`src/hw/rtl/accel_step_detector_core_defines.svh`:
```
// assertion macros shared by the step detector rtl
`ifndef ACCEL_STEP_DETECTOR_CORE_DEFINES_SVH
`define ACCEL_STEP_DETECTOR_CORE_DEFINES_SVH

// condition that must hold at every clock edge outside reset
`define ASD_ASSERT_ALWAYS(lbl, cond, msg) \
    lbl: assert property (@(posedge i_clk) disable iff (!i_rst_n) (cond)) \
        else $error(msg);

// condition in one cycle implies a consequence in the next cycle
`define ASD_ASSERT_NEXT(lbl, ante, cons, msg) \
    lbl: assert property (@(posedge i_clk) disable iff (!i_rst_n) (ante) |=> (cons)) \
        else $error(msg);

`endif

```
`src/hw/rtl/asd_pkg.sv`:
```
package asd_pkg;

    // field widths
    localparam int ACCEL_W = 16;
    localparam int MAG_W   = ACCEL_W + 1;
    localparam int DEV_W   = 22;
    localparam int COUNT_W = 16;
    localparam int SENS_W  = 8;

    // deviation sum saturation value
    localparam logic [DEV_W-1:0] DEV_MAX = {DEV_W{1'b1}};

    // register reset and default parameter values
    localparam logic [SENS_W-1:0] SENS_RESET = SENS_W'(10);
    localparam int RING_DEPTH_DEF  = 10;
    localparam int WINDOW_LAST_DEF = 20;

    // item operation codes
    typedef enum logic {
        OP_SAMPLE = 1'b0,
        OP_CLEAR  = 1'b1
    } t_op;

    // sample channel payload
    typedef struct packed {
        t_op                       op;
        logic signed [ACCEL_W-1:0] accel_x;
        logic signed [ACCEL_W-1:0] accel_y;
        logic signed [ACCEL_W-1:0] accel_z;
    } t_smp;

    // result channel payload
    typedef struct packed {
        logic [COUNT_W-1:0] step_count;
        logic               step_added;
    } t_res;

endpackage

```
`src/hw/rtl/asd_smp_if.sv`:
```
interface asd_smp_if;

    logic         valid;
    logic         ready;
    asd_pkg::t_smp data;

    modport source (output valid, output data, input ready);
    modport sink   (input valid, input data, output ready);

endinterface

```
`src/hw/rtl/asd_res_if.sv`:
```
interface asd_res_if;

    logic         valid;
    logic         ready;
    asd_pkg::t_res data;

    modport source (output valid, output data, input ready);
    modport sink   (input valid, input data, output ready);

endinterface

```
`src/hw/rtl/accel_step_detector_core.sv`:
```
// Step detector for a three-axis accelerometer. Each sample transaction carries signed Q7.8
// x/y/z accelerations; the block forms the L1 magnitude, compares it with the mean of a ring of
// RING_DEPTH smoothed values and accumulates the absolute difference over a window of
// WINDOW_LAST+1 samples. When a window closes with a deviation sum above sensitivity*256 the
// 16-bit step count increments (wrapping) and step_added is set; a clear transaction zeroes
// the count. Every transaction gives exactly one result. A transaction is held in the input
// register while the datapath works on it, and its result is loaded into the result register
// when the result register is free or being taken; a new transaction is taken every cycle
// while results are taken. The rate is set by the ring-sum loop through its combinational
// reciprocal multiply for the mean, then the ring update. The ring lives in a memory with a
// registered read that is prefetched one entry ahead, with per-entry valid bits cleared by reset,
// so no clearing pass is needed. Sensitivity must be written only while idle (not enforced).
module accel_step_detector_core #(
    parameter int RING_DEPTH  = asd_pkg::RING_DEPTH_DEF,
    parameter int WINDOW_LAST = asd_pkg::WINDOW_LAST_DEF
) (
    input  logic                        i_clk,
    input  logic                        i_rst_n,
    input  logic                        i_cfg_we,
    input  logic [asd_pkg::SENS_W-1:0]  i_cfg_wdata,
    asd_smp_if.sink                     i_smp,
    asd_res_if.source                   o_res
);

    `include "accel_step_detector_core_defines.svh"

    localparam int MAG_W   = asd_pkg::MAG_W;
    localparam int DEV_W   = asd_pkg::DEV_W;
    localparam int COUNT_W = asd_pkg::COUNT_W;
    localparam int SENS_W  = asd_pkg::SENS_W;
    localparam int IDX_W   = $clog2(RING_DEPTH);
    localparam int SUM_W   = MAG_W + IDX_W;
    localparam int WIN_W   = $clog2(WINDOW_LAST + 1);
    // exact reciprocal for the mean: floor(x * RECIP / 2^SHIFT) == x / RING_DEPTH
    localparam int SHIFT   = SUM_W + IDX_W;
    localparam int RECIP_W = SUM_W + 1;
    localparam int PROD_W  = SUM_W + RECIP_W;
    localparam longint unsigned RECIP =
        ((64'd1 << SHIFT) + longint'(RING_DEPTH) - 64'd1) / longint'(RING_DEPTH);

    // absolute value of a Q7.8 sample, most negative maps to 32768
    function automatic logic [MAG_W-1:0] abs_accel(logic [asd_pkg::ACCEL_W-1:0] v);
        logic [MAG_W-1:0] ext;
        ext = {1'b0, v};
        if (v[asd_pkg::ACCEL_W-1]) begin
            return (MAG_W'(1) << asd_pkg::ACCEL_W) - ext;
        end
        return ext;
    endfunction

    // configuration register
    logic [SENS_W-1:0] r_sens;

    always_ff @(posedge i_clk) begin
        if (!i_rst_n) begin
            r_sens <= asd_pkg::SENS_RESET;
        end else if (i_cfg_we) begin
            r_sens <= i_cfg_wdata;
        end
    end

    // input register
    logic          r_in_vld;
    asd_pkg::t_smp r_in;
    logic          fire;

    assign fire        = r_in_vld && (!o_res.valid || o_res.ready);
    assign i_smp.ready = !r_in_vld || fire;

    always_ff @(posedge i_clk) begin
        if (!i_rst_n) begin
            r_in_vld <= 1'b0;
        end else if (i_smp.ready) begin
            r_in_vld <= i_smp.valid;
        end
    end

    always_ff @(posedge i_clk) begin
        if (i_smp.ready && i_smp.valid) begin
            r_in <= i_smp.data;
        end
    end

    // detector state
    logic [SUM_W-1:0]   r_ring_sum;
    logic [IDX_W-1:0]   r_ring_idx;
    logic [WIN_W-1:0]   r_win_cnt;
    logic [DEV_W-1:0]   r_dev_sum;
    logic [COUNT_W-1:0] r_step_cnt;
    logic [MAG_W-1:0]   r_ring_mem [RING_DEPTH];
    logic [RING_DEPTH-1:0] r_ring_vld;
    logic [MAG_W-1:0]   r_old_raw;
    logic               r_old_vld;

    // datapath
    logic               is_sample;
    logic [MAG_W-1:0]   mag;
    logic [PROD_W-1:0]  mean_prod;
    logic [MAG_W-1:0]   mean;
    logic [MAG_W:0]     avg_sum;
    logic [MAG_W-1:0]   avg;
    logic [MAG_W-1:0]   dev;
    logic [MAG_W-1:0]   old_val;
    logic [IDX_W-1:0]   idx_next;
    logic [DEV_W:0]     dev_acc;
    logic [DEV_W-1:0]   dev_sat;
    logic               win_close;
    logic               step_hit;
    logic [SUM_W-1:0]   n_ring_sum;
    logic [WIN_W-1:0]   n_win_cnt;
    logic [DEV_W-1:0]   n_dev_sum;
    logic [COUNT_W-1:0] n_step_cnt;
    logic               n_added;

    always_comb begin
        is_sample = (r_in.op == asd_pkg::OP_SAMPLE);
        mag       = abs_accel(r_in.accel_x) + abs_accel(r_in.accel_y)
                  + abs_accel(r_in.accel_z);
        mean_prod = PROD_W'(r_ring_sum) * PROD_W'(RECIP_W'(RECIP));
        mean      = mean_prod[SHIFT +: MAG_W];
        avg_sum   = {1'b0, mag} + {1'b0, mean};
        avg       = avg_sum[MAG_W:1];
        dev       = (mag >= mean) ? (mag - mean) : (mean - mag);
        old_val   = r_old_vld ? r_old_raw : '0;
        idx_next  = (r_ring_idx == IDX_W'(RING_DEPTH - 1)) ? '0 : r_ring_idx + 1'b1;

        // deviation accumulate with saturation
        dev_acc   = {1'b0, r_dev_sum} + (DEV_W + 1)'(dev);
        dev_sat   = dev_acc[DEV_W] ? asd_pkg::DEV_MAX : dev_acc[DEV_W-1:0];

        win_close = (r_win_cnt >= WIN_W'(WINDOW_LAST));
        step_hit  = dev_sat > DEV_W'({r_sens, 8'h00});

        n_ring_sum = r_ring_sum - SUM_W'(old_val) + SUM_W'(avg);
        n_win_cnt  = r_win_cnt;
        n_dev_sum  = r_dev_sum;
        n_step_cnt = r_step_cnt;
        n_added    = 1'b0;
        if (!is_sample) begin
            n_ring_sum = r_ring_sum;
            n_step_cnt = '0;
        end else if (win_close) begin
            n_win_cnt = '0;
            n_dev_sum = '0;
            if (step_hit) begin
                n_step_cnt = r_step_cnt + 1'b1;
                n_added    = 1'b1;
            end
        end else begin
            n_win_cnt = r_win_cnt + 1'b1;
            n_dev_sum = dev_sat;
        end
    end

    // state update
    always_ff @(posedge i_clk) begin
        if (!i_rst_n) begin
            r_ring_sum <= '0;
            r_ring_idx <= '0;
            r_win_cnt  <= '0;
            r_dev_sum  <= '0;
            r_step_cnt <= '0;
            r_ring_vld <= '0;
            r_old_vld  <= 1'b0;
        end else if (fire) begin
            r_ring_sum <= n_ring_sum;
            r_win_cnt  <= n_win_cnt;
            r_dev_sum  <= n_dev_sum;
            r_step_cnt <= n_step_cnt;
            if (is_sample) begin
                r_ring_idx             <= idx_next;
                r_ring_vld[r_ring_idx] <= 1'b1;
                r_old_vld              <= r_ring_vld[idx_next];
            end
        end
    end

    // ring memory, read one entry ahead of the write
    always_ff @(posedge i_clk) begin
        if (fire && is_sample) begin
            r_ring_mem[r_ring_idx] <= avg;
            r_old_raw              <= r_ring_mem[idx_next];
        end
    end

    // result register
    logic          r_out_vld;
    asd_pkg::t_res r_out;

    always_ff @(posedge i_clk) begin
        if (!i_rst_n) begin
            r_out_vld <= 1'b0;
        end else if (fire) begin
            r_out_vld <= 1'b1;
        end else if (o_res.ready) begin
            r_out_vld <= 1'b0;
        end
    end

    always_ff @(posedge i_clk) begin
        if (fire) begin
            r_out.step_count <= n_step_cnt;
            r_out.step_added <= n_added;
        end
    end

    assign o_res.valid = r_out_vld;
    assign o_res.data  = r_out;

    // checks
    `ASD_ASSERT_ALWAYS(a_ring_idx_range, r_ring_idx <= IDX_W'(RING_DEPTH - 1), "ring index out of range")
    `ASD_ASSERT_ALWAYS(a_win_cnt_range, r_win_cnt <= WIN_W'(WINDOW_LAST), "window counter out of range")
    `ASD_ASSERT_NEXT(a_step_inc, fire && n_added, r_step_cnt == COUNT_W'($past(r_step_cnt) + 1'b1), "step count did not advance by one")
    `ASD_ASSERT_NEXT(a_win_restart, fire && is_sample && win_close, r_dev_sum == '0 && r_win_cnt == '0, "window did not restart")
    `ASD_ASSERT_NEXT(a_in_hold, r_in_vld && !fire, r_in_vld, "buffered transaction dropped")

endmodule
```
`src/flat_wrapper.sv`:
```
// flat-port wrapper written by rule: the top's interface ports become plain ports
module accel_step_detector_core_flat 
#(
    parameter int RING_DEPTH  = asd_pkg::RING_DEPTH_DEF,
    parameter int WINDOW_LAST = asd_pkg::WINDOW_LAST_DEF
)
  (i_clk, i_rst_n, i_cfg_we, i_cfg_wdata, i_smp_valid, i_smp_data, i_smp_ready, o_res_valid, o_res_data, o_res_ready);
  asd_smp_if i_smp_i ();
  asd_res_if o_res_i ();
  input  logic i_clk;
  input  logic i_rst_n;
  input  logic i_cfg_we;
  input  logic [asd_pkg::SENS_W-1:0] i_cfg_wdata;
  input wire logic [$bits(i_smp_i.valid)-1:0] i_smp_valid;
  input wire logic [$bits(i_smp_i.data)-1:0] i_smp_data;
  output wire logic [$bits(i_smp_i.ready)-1:0] i_smp_ready;
  output wire logic [$bits(o_res_i.valid)-1:0] o_res_valid;
  output wire logic [$bits(o_res_i.data)-1:0] o_res_data;
  input wire logic [$bits(o_res_i.ready)-1:0] o_res_ready;
  assign i_smp_i.valid = i_smp_valid;
  assign i_smp_i.data = i_smp_data;
  assign i_smp_ready = i_smp_i.ready;
  assign o_res_valid = o_res_i.valid;
  assign o_res_data = o_res_i.data;
  assign o_res_i.ready = o_res_ready;
  accel_step_detector_core #(.RING_DEPTH(RING_DEPTH), .WINDOW_LAST(WINDOW_LAST)) u_core (.i_clk(i_clk), .i_rst_n(i_rst_n), .i_cfg_we(i_cfg_we), .i_cfg_wdata(i_cfg_wdata), .i_smp(i_smp_i), .o_res(o_res_i));
endmodule
```
`config.mk`:
```
export PLATFORM = sky130hd
export DESIGN_NAME = accel_step_detector_core_flat
export DESIGN_NICKNAME = d
export VERILOG_FILES = /design/src/hw/rtl/asd_pkg.sv /design/src/hw/rtl/asd_smp_if.sv /design/src/hw/rtl/asd_res_if.sv /design/src/hw/rtl/accel_step_detector_core.sv /design/src/flat_wrapper.sv
export VERILOG_INCLUDE_DIRS = /design/src /design/src/hw/rtl
export SDC_FILE = /design/constraint.sdc
export NUM_CORES = 1
export LEC_CHECK = 0
export ABC_AREA = 1
export BUFFER_PORTS_ARGS = -buffer_cell sky130_fd_sc_hd__buf_2
export CAP_MARGIN = 20
export CORE_UTILIZATION = 40
export CTS_CLUSTER_DIAMETER = 200
export DETAILED_ROUTE_END_ITERATION = 16
export GPL_TIMING_DRIVEN = 1
export REMOVE_ABC_BUFFERS = 1
export SLEW_MARGIN = 30
export SYNTH_ARGS = -nofsm -noshare
export SYNTH_HDL_FRONTEND = slang
export SYNTH_SLANG_ARGS = --single-unit
```
`constraint.sdc`:
```
create_clock -name i_clk -period 20.3 [get_ports i_clk]
set_clock_uncertainty 0.15 [all_clocks]
set_input_delay 3.045 -clock i_clk [delete_from_list [all_inputs] [get_ports i_clk]]
set_output_delay 3.045 -clock i_clk [all_outputs]
set_load 0.01 [all_outputs]
```
==> results of run 1 <==
-- per-layer routing --
| layer | global-route usage | up-vias | part of all wire |
|---|---|---|---|
| met5 | 0 | - | 0 |
| met4 | 0.05607 | 0 | 0.022 |
| met3 | 0.03255 | 96 | 0.056 |
| met2 | 0.3512 | 525 | 0.45 |
| met1 | 0.3102 | 10072 | 0.47 |
| li1 | - | 10624 | - |
-- sequential cells by signal, summed over array words and instances (netlist names), 4 cells and up --
signal / cells
u_core.r_win_cnt: 5
u_core.r_sens: 8
u_core.r_in: 49
u_core.r_step_cnt: 16
u_core.r_dev_sum: 22
u_core.o_res.data: 17
u_core.r_old_raw: 17
u_core.r_ring_sum: 21
u_core.r_ring_idx: 4
u_core.r_ring_mem: 170
u_core.r_ring_vld: 10
-- metrics by stage --
step                hold slack (ns)  setup slack, ns
finish                       0.3194            7.438
CTS                          0.3184            7.538
global route                 0.3351            6.417
floorplan                    0.2846            9.772
global placement             0.2993            7.552
detailed placement           0.3099            7.587
-- critical path, delay by kind of cell, from the launching register on --
kind                       cells  cell delay (ns)
AOI/OAI and AO/OA             13             3.01
xor gates and xnor gates       3             1.12
adders and majority gates     11             4.39
DFF                            1             0.61
and+or+nand+nor               20             2.93
buffers and inverters          7             0.42
-- logic make-up after synthesis --
group,synth area share
DFF,0.3334
AOI/OAI and AO/OA,0.1081
buffers and inverters,0.08651
xor gates and xnor gates,0.04733
adders and majority gates,0.2676
and+or+nand+nor,0.1571
-- area by class of cell --
class / instances / area, um^2 / share of cell area
sequential: 342 / 9380 / 0.3025
multi-input combinational: 2229 / 16410 / 0.5293
clock buffer: 45 / 1008 / 0.03253
inverter: 547 / 2058 / 0.06638
timing repair buffer: 109 / 621.8 / 0.02006
tap: 931 / 1165 / 0.03757
clock inverter: 27 / 361.6 / 0.01166
-- cells in the final DEF (no fill, tap or decap), types with 12 or more instances in the layout --
master,n
ha_1,320
fa_1,176
a21oi_1,208
a31oi_1,52
nor2_2,18
clkbuf_16,39
nand2_2,12
o211ai_1,21
edfxtp_1,253
a21o_1,22
xnor2_1,29
nor2_1,174
nand2_1,640
dfxtp_1,88
inv_1,530
nor3_1,36
o21ai_0,147
xor2_1,118
nand4_1,31
buf_4,28
nand3_1,104
o21bai_1,23
buf_2,80
-- worst max-delay path by stage --
stage                                     from                    to  slack [ns]  cells after the start
after floorplan           u_core.r_ring_sum[2]  u_core.o_res.data[1]        9.77                     52
after global placement    u_core.r_ring_sum[9]  u_core.o_res.data[2]        7.55                     56
after detailed placement  u_core.r_ring_sum[9]  u_core.o_res.data[1]        7.59                     56
after CTS                 u_core.r_ring_sum[9]  u_core.o_res.data[1]        7.54                     56
after global routing      u_core.r_ring_sum[9]  u_core.o_res.data[2]        6.42                     56
final                     u_core.r_ring_sum[9]  u_core.o_res.data[1]        7.44                     54
==> metrics.md, run 1 <==
| Metric | Value |
|---|---|
| Status | `finished clean` |
| Reg2reg path depth | `54` |
| Cells after Synth | `3201` |
| Placed cells | `4158` |
| DR iter-0 viols | `1484` |
| Fmax | `0.07775 GHz` |
| Hold EP | `u_core.r_dev_sum[2]` |
| Vias in the first global route | `21312` |
| Synthesis warning total | `0` |
| Worst-Skew Late Latency | `between 0.5 and 0.6 ns` |
| MaxCap Viol Count | `0` |
| Hold depth | `2` |
| CP Launch Type | `register` |
| Post-CTS Setup Inserts | `0` |
| FF-to-FF Start | `u_core.r_ring_sum[9]` |
| Seq cells post-synth | `342` |
| Slew @ Worst Pin | `roughly 1.1 ns` |
| Root buffer cell | `clkbuf_16` |
| Final min period | `12.86 ns` |
| Slowest stage cell, crit path | `o311ai_0` |
| Largest net degree at the start of global routing | `a little over 90` |
| Final setup TNS | `0 ns` |
| Crit path DAT | `13.05 ns` |
| Buffers added on ports | `80` |
| DR WL/cell | `17.90 um` |
| Initial core utilization | `0.4073` |
| Slew Limit Fails | `0` |
| Final Cell Area | `31000 um^2` |
| Congestion Overflow GR | `0` |
| Fillers | `just under 7000` |
| Vias per cell | `5.039` |
| # diodes | `0` |
| Post-synth ARST share | `0` |
| Hold Path Origin | `u_core.r_dev_sum[2]` |
| Die height | `267.2 um` |
| H-tree levels | `2` |
| Mapped cell area | `28130 um^2` |
| Initial DRT Pass Iterations | `5` |
| Final #Nets | `approximately 3800` |
| RR Endpoint | `u_core.o_res.data[1]` |
| Seq/Total Area, Yosys | `0.3334` |
| Commonest cells in the netlist | `640 x nand2_1, 531 x inv_1, 320 x ha_1, 253 x edfxtp_1, 209 x a21oi_1` |
| Avg Cell Area, Syn | `8.788 um^2` |
| Final Cycle Share | `0.6336` |
| Final Non-Filler Cells | `4230` |
| TritonCTS clock tree | `built` |
| Post-synth top flop | `edfxtp_1` |
| Min-Delay Path Class | `register to register` |
| Io pins | `81` |
| TritonCTS buffer count | `39` |
| Final hold violation count | `0` |
| DRC errors left | `0` |
| Share of the synthesized area in the top cell type | `0.2701` |
| Cell taking the most area after synthesis | `edfxtp_1` |
| Floorplan core area | `around 69000 um^2` |
| Worst endpoint required time | `between 20 and 25 ns` |
| Critical path capture point type | `register` |
| Utilization after layout | `0.4489` |
| Critical path type | `register to register` |
| Post-Place Cell Area | `~30000 um^2` |
| Global-route wire length before repair | `~120 mm` |
| R2R Setup Slk | `approximately 7.4 ns` |
| HPWL after DPL | `59.40 mm` |
| RSZ-0062 raised after global routing | `false` |
| CTS Hold Buffers Added | `0` |
| Via Count | `21317` |
| Die width | `267.2 um` |
| Final wirelength | `75.72 mm` |
| Most common cell on crit path | `nand2_1` |
| Count leader, synth | `nand2_1` |
| Layout area overhead | `10.22%` |
| Worst path max stage delay | `0.65 ns` |
| Critical-path maximum fanout | `29` |
| Antenna-violating nets left | `0` |
| Ratio of cells with drive above 1 in the final layout | `0.07608` |
| Cts repair resizes | `0` |
| Clock sink total | `342` |
| Total Die Area | `71390 um^2` |
| Row count | `96` |
| Library cells used by synthesis | `60` |
| Rel. slew slack | `0.2904` |
| Top post-synthesis cells by area | `edfxtp_1 27%, ha_1 14%, fa_1 13%, nand2_1 8.5%, inv_1 7.1%` |
| Post-synth EDFFs | `253` |
| Worst-path clk slew | `0.06 ns` |
| # setup viols final | `0` |
| Initial antenna violation count | `2` |
| All-layer global routing usage | `0.2197` |
| Clk buf depth | `3` |
| GP Congestion | `0.9612` |
Power of run 1 is not shown: default switching activity piles up to over one toggle a cycle in this logic, so the estimate is an artifact.
==> run 2: changes to the inputs <==
Clock period 20.3 ns to 10.42 ns, I/O delays scaled along.
==> metrics.md, run 2 (synthesized netlist as in run 1, its figures left out) <==
| Metric | Value |
|---|---|
| CP Launch Type | `register` |
| All-layer global routing usage | `0.2289` |
| Worst endpoint required time | `about 11 ns` |
| Vias per cell | `4.977` |
| Largest net degree at the start of global routing | `between 90 and 100` |
| Clk buf depth | `3` |
| Fillers | `6227` |
| Congestion Overflow GR | `0` |
| Status | `finished clean` |
| Crit path DAT | `between 10 and 15 ns` |
| TritonCTS clock tree | `built` |
| H-tree levels | `2` |
| Via Count | `23205` |
| Final min period | `10.33 ns` |
| Rel. slew slack | `0.3628` |
| Worst-Skew Late Latency | `about 0.57 ns` |
| Global-route wire length before repair | `126.0 mm` |
| Vias in the first global route | `around 23000` |
| Total Die Area | `~71000 um^2` |
| Io pins | `81` |
| Fmax | `0.09684 GHz` |
| DR WL/cell | `around 17 um` |
| Final #Nets | `around 4300` |
| Root buffer cell | `clkbuf_16` |
| DR iter-0 viols | `1270` |
| Clock sink total | `342` |
| Ratio of cells with drive above 1 in the final layout | `0.2763` |
| Slowest stage cell, crit path | `fa_1` |
| Antenna-violating nets left | `0` |
| Area occupied by multi-input gates | `~19000 um^2` |
| Setup WS post-layout | `0.09377 ns` |
| Top Registers | `u_core.r_ring_mem x170, u_core.r_in x49, u_core.r_dev_sum x22` |
| Slew @ Worst Pin | `0.9558 ns` |
| Register Area | `9442 um^2` |
| Initial antenna violation count | `0` |
| Placed cells | `approximately 4500` |
| CTS Hold Buffers Added | `0` |
| Die width | `between 200 and 300 um` |
| Max reg flops | `170` |
| Utilization after layout | `0.5298` |
| Critical path type | `register to register` |
| MaxCap Viol Count | `0` |
| Buffers added on ports | `80` |
| Die height | `267.2 um` |
| Final Cycle Share | `0.9910` |
| Top reg by flops | `u_core.r_ring_mem` |
| Final wirelength | `between 80 and 90 mm` |
| Layout area overhead | `30.07%` |
| Most frequent cells in the layout | `597 x nand2_1, 484 x inv_1, 444 x buf_4, 253 x edfxtp_1, 224 x ha_1` |
| Initial core utilization | `0.4073` |
| GP Congestion | `0.9278` |
| # diodes | `0` |
| Row count | `between 90 and 100` |
| RSZ-0062 raised after global routing | `true` |
| HPWL after DPL | `62.69 mm` |
| Critical-path maximum fanout | `8` |
| Final Non-Filler Cells | `4662` |
| Initial DRT Pass Iterations | `7` |
| DRC errors left | `0` |
| Min-Delay Path Class | `register to register` |
| Critical path capture point type | `register` |
| Commonest non-fill, non-tap cell in the layout | `nand2_1` |
| Most common cell on crit path | `nand2_2` |
| Final hold violation count | `0` |
| Dpl ws | `-0.7764 ns` |
| # setup viols final | `0` |
| Worst path max stage delay | `approximately 0.54 ns` |
| TritonCTS buffer count | `38` |
| WHS | `0.3180 ns` |
| Floorplan core area | `69070 um^2` |
| Worst-path clk slew | `0.06 ns` |
| Slew Limit Fails | `0` |
[run 2: changes by cell type in the layout (fill, tap and decap cells not counted), sizes merged]
cell and delta:
clkinvlp -6, inv -3, buf +437, clkinv +6, bufinv -5, clkbuf +2
nor2 +1
[run 2: through the flow]
step / setup TNS [ns] / area [um^2]
finish: 0 / 36590
global route: -11.51 / 36590
CTS: 0 / 35300
detailed placement: -23.87 / 32540
global placement: -22.58 / 32530
floorplan: -1.235 / 27750
[run 2: critical path, delay by kind of cell, from the launching register on]
kind,cells,cell delay [ns]
DFF,1,0.37
buffers and inverters,12,1.33
xor gates and xnor gates,2,0.50
and+or+nand+nor,24,2.50
adders and majority gates,11,4.03
AOI/OAI and AO/OA,8,1.15
[run 2: what timing repair did]
item,in CTS,in global routing
buffers inserted,29,18
pin swaps,146,171
setup endpoints to repair,38,38
resized for setup,265,233
gates cloned,4,1
[run 2: routing by layer]
metal / part of all wire / up-vias / track usage
met3: 0.048 / 145 / 0.03200
met2: 0.47 / 566 / 0.3824
met1: 0.45 / 10999 / 0.3029
met5: 0 / - / 0
li1: - / 11495 / -
met4: 0.036 / 0 / 0.07829
[run 2: path summary, 6_finish.rpt]
path / startpoint / endpoint / slack [ns] / cells past startpoint
max: u_core.r_ring_sum[1] / u_core.o_res.data[8] / 0.09 / 57
min: u_core.r_ring_vld[1] / u_core.r_ring_vld[1] / 0.32 / 2
max reg2reg: u_core.r_ring_sum[1] / u_core.o_res.data[8] / 0.09 / 57
min reg2reg: u_core.r_ring_vld[1] / u_core.r_ring_vld[1] / 0.32 / 2
[run 2: final cells by class]
class | count | area share
Tap cell | 931 | 0.03184
Timing Repair Buffer | 547 | 0.1109
Clock inverter | 18 | 0.004480
Sequential cell | 342 | 0.2580
Timing Repair inverter | 1 | 0.0003078
Multi-Input combinational cell | 2230 | 0.5107
Inverter | 547 | 0.05666
Clock buffer | 46 | 0.02708
Power of run 2 is left out for the same reason.
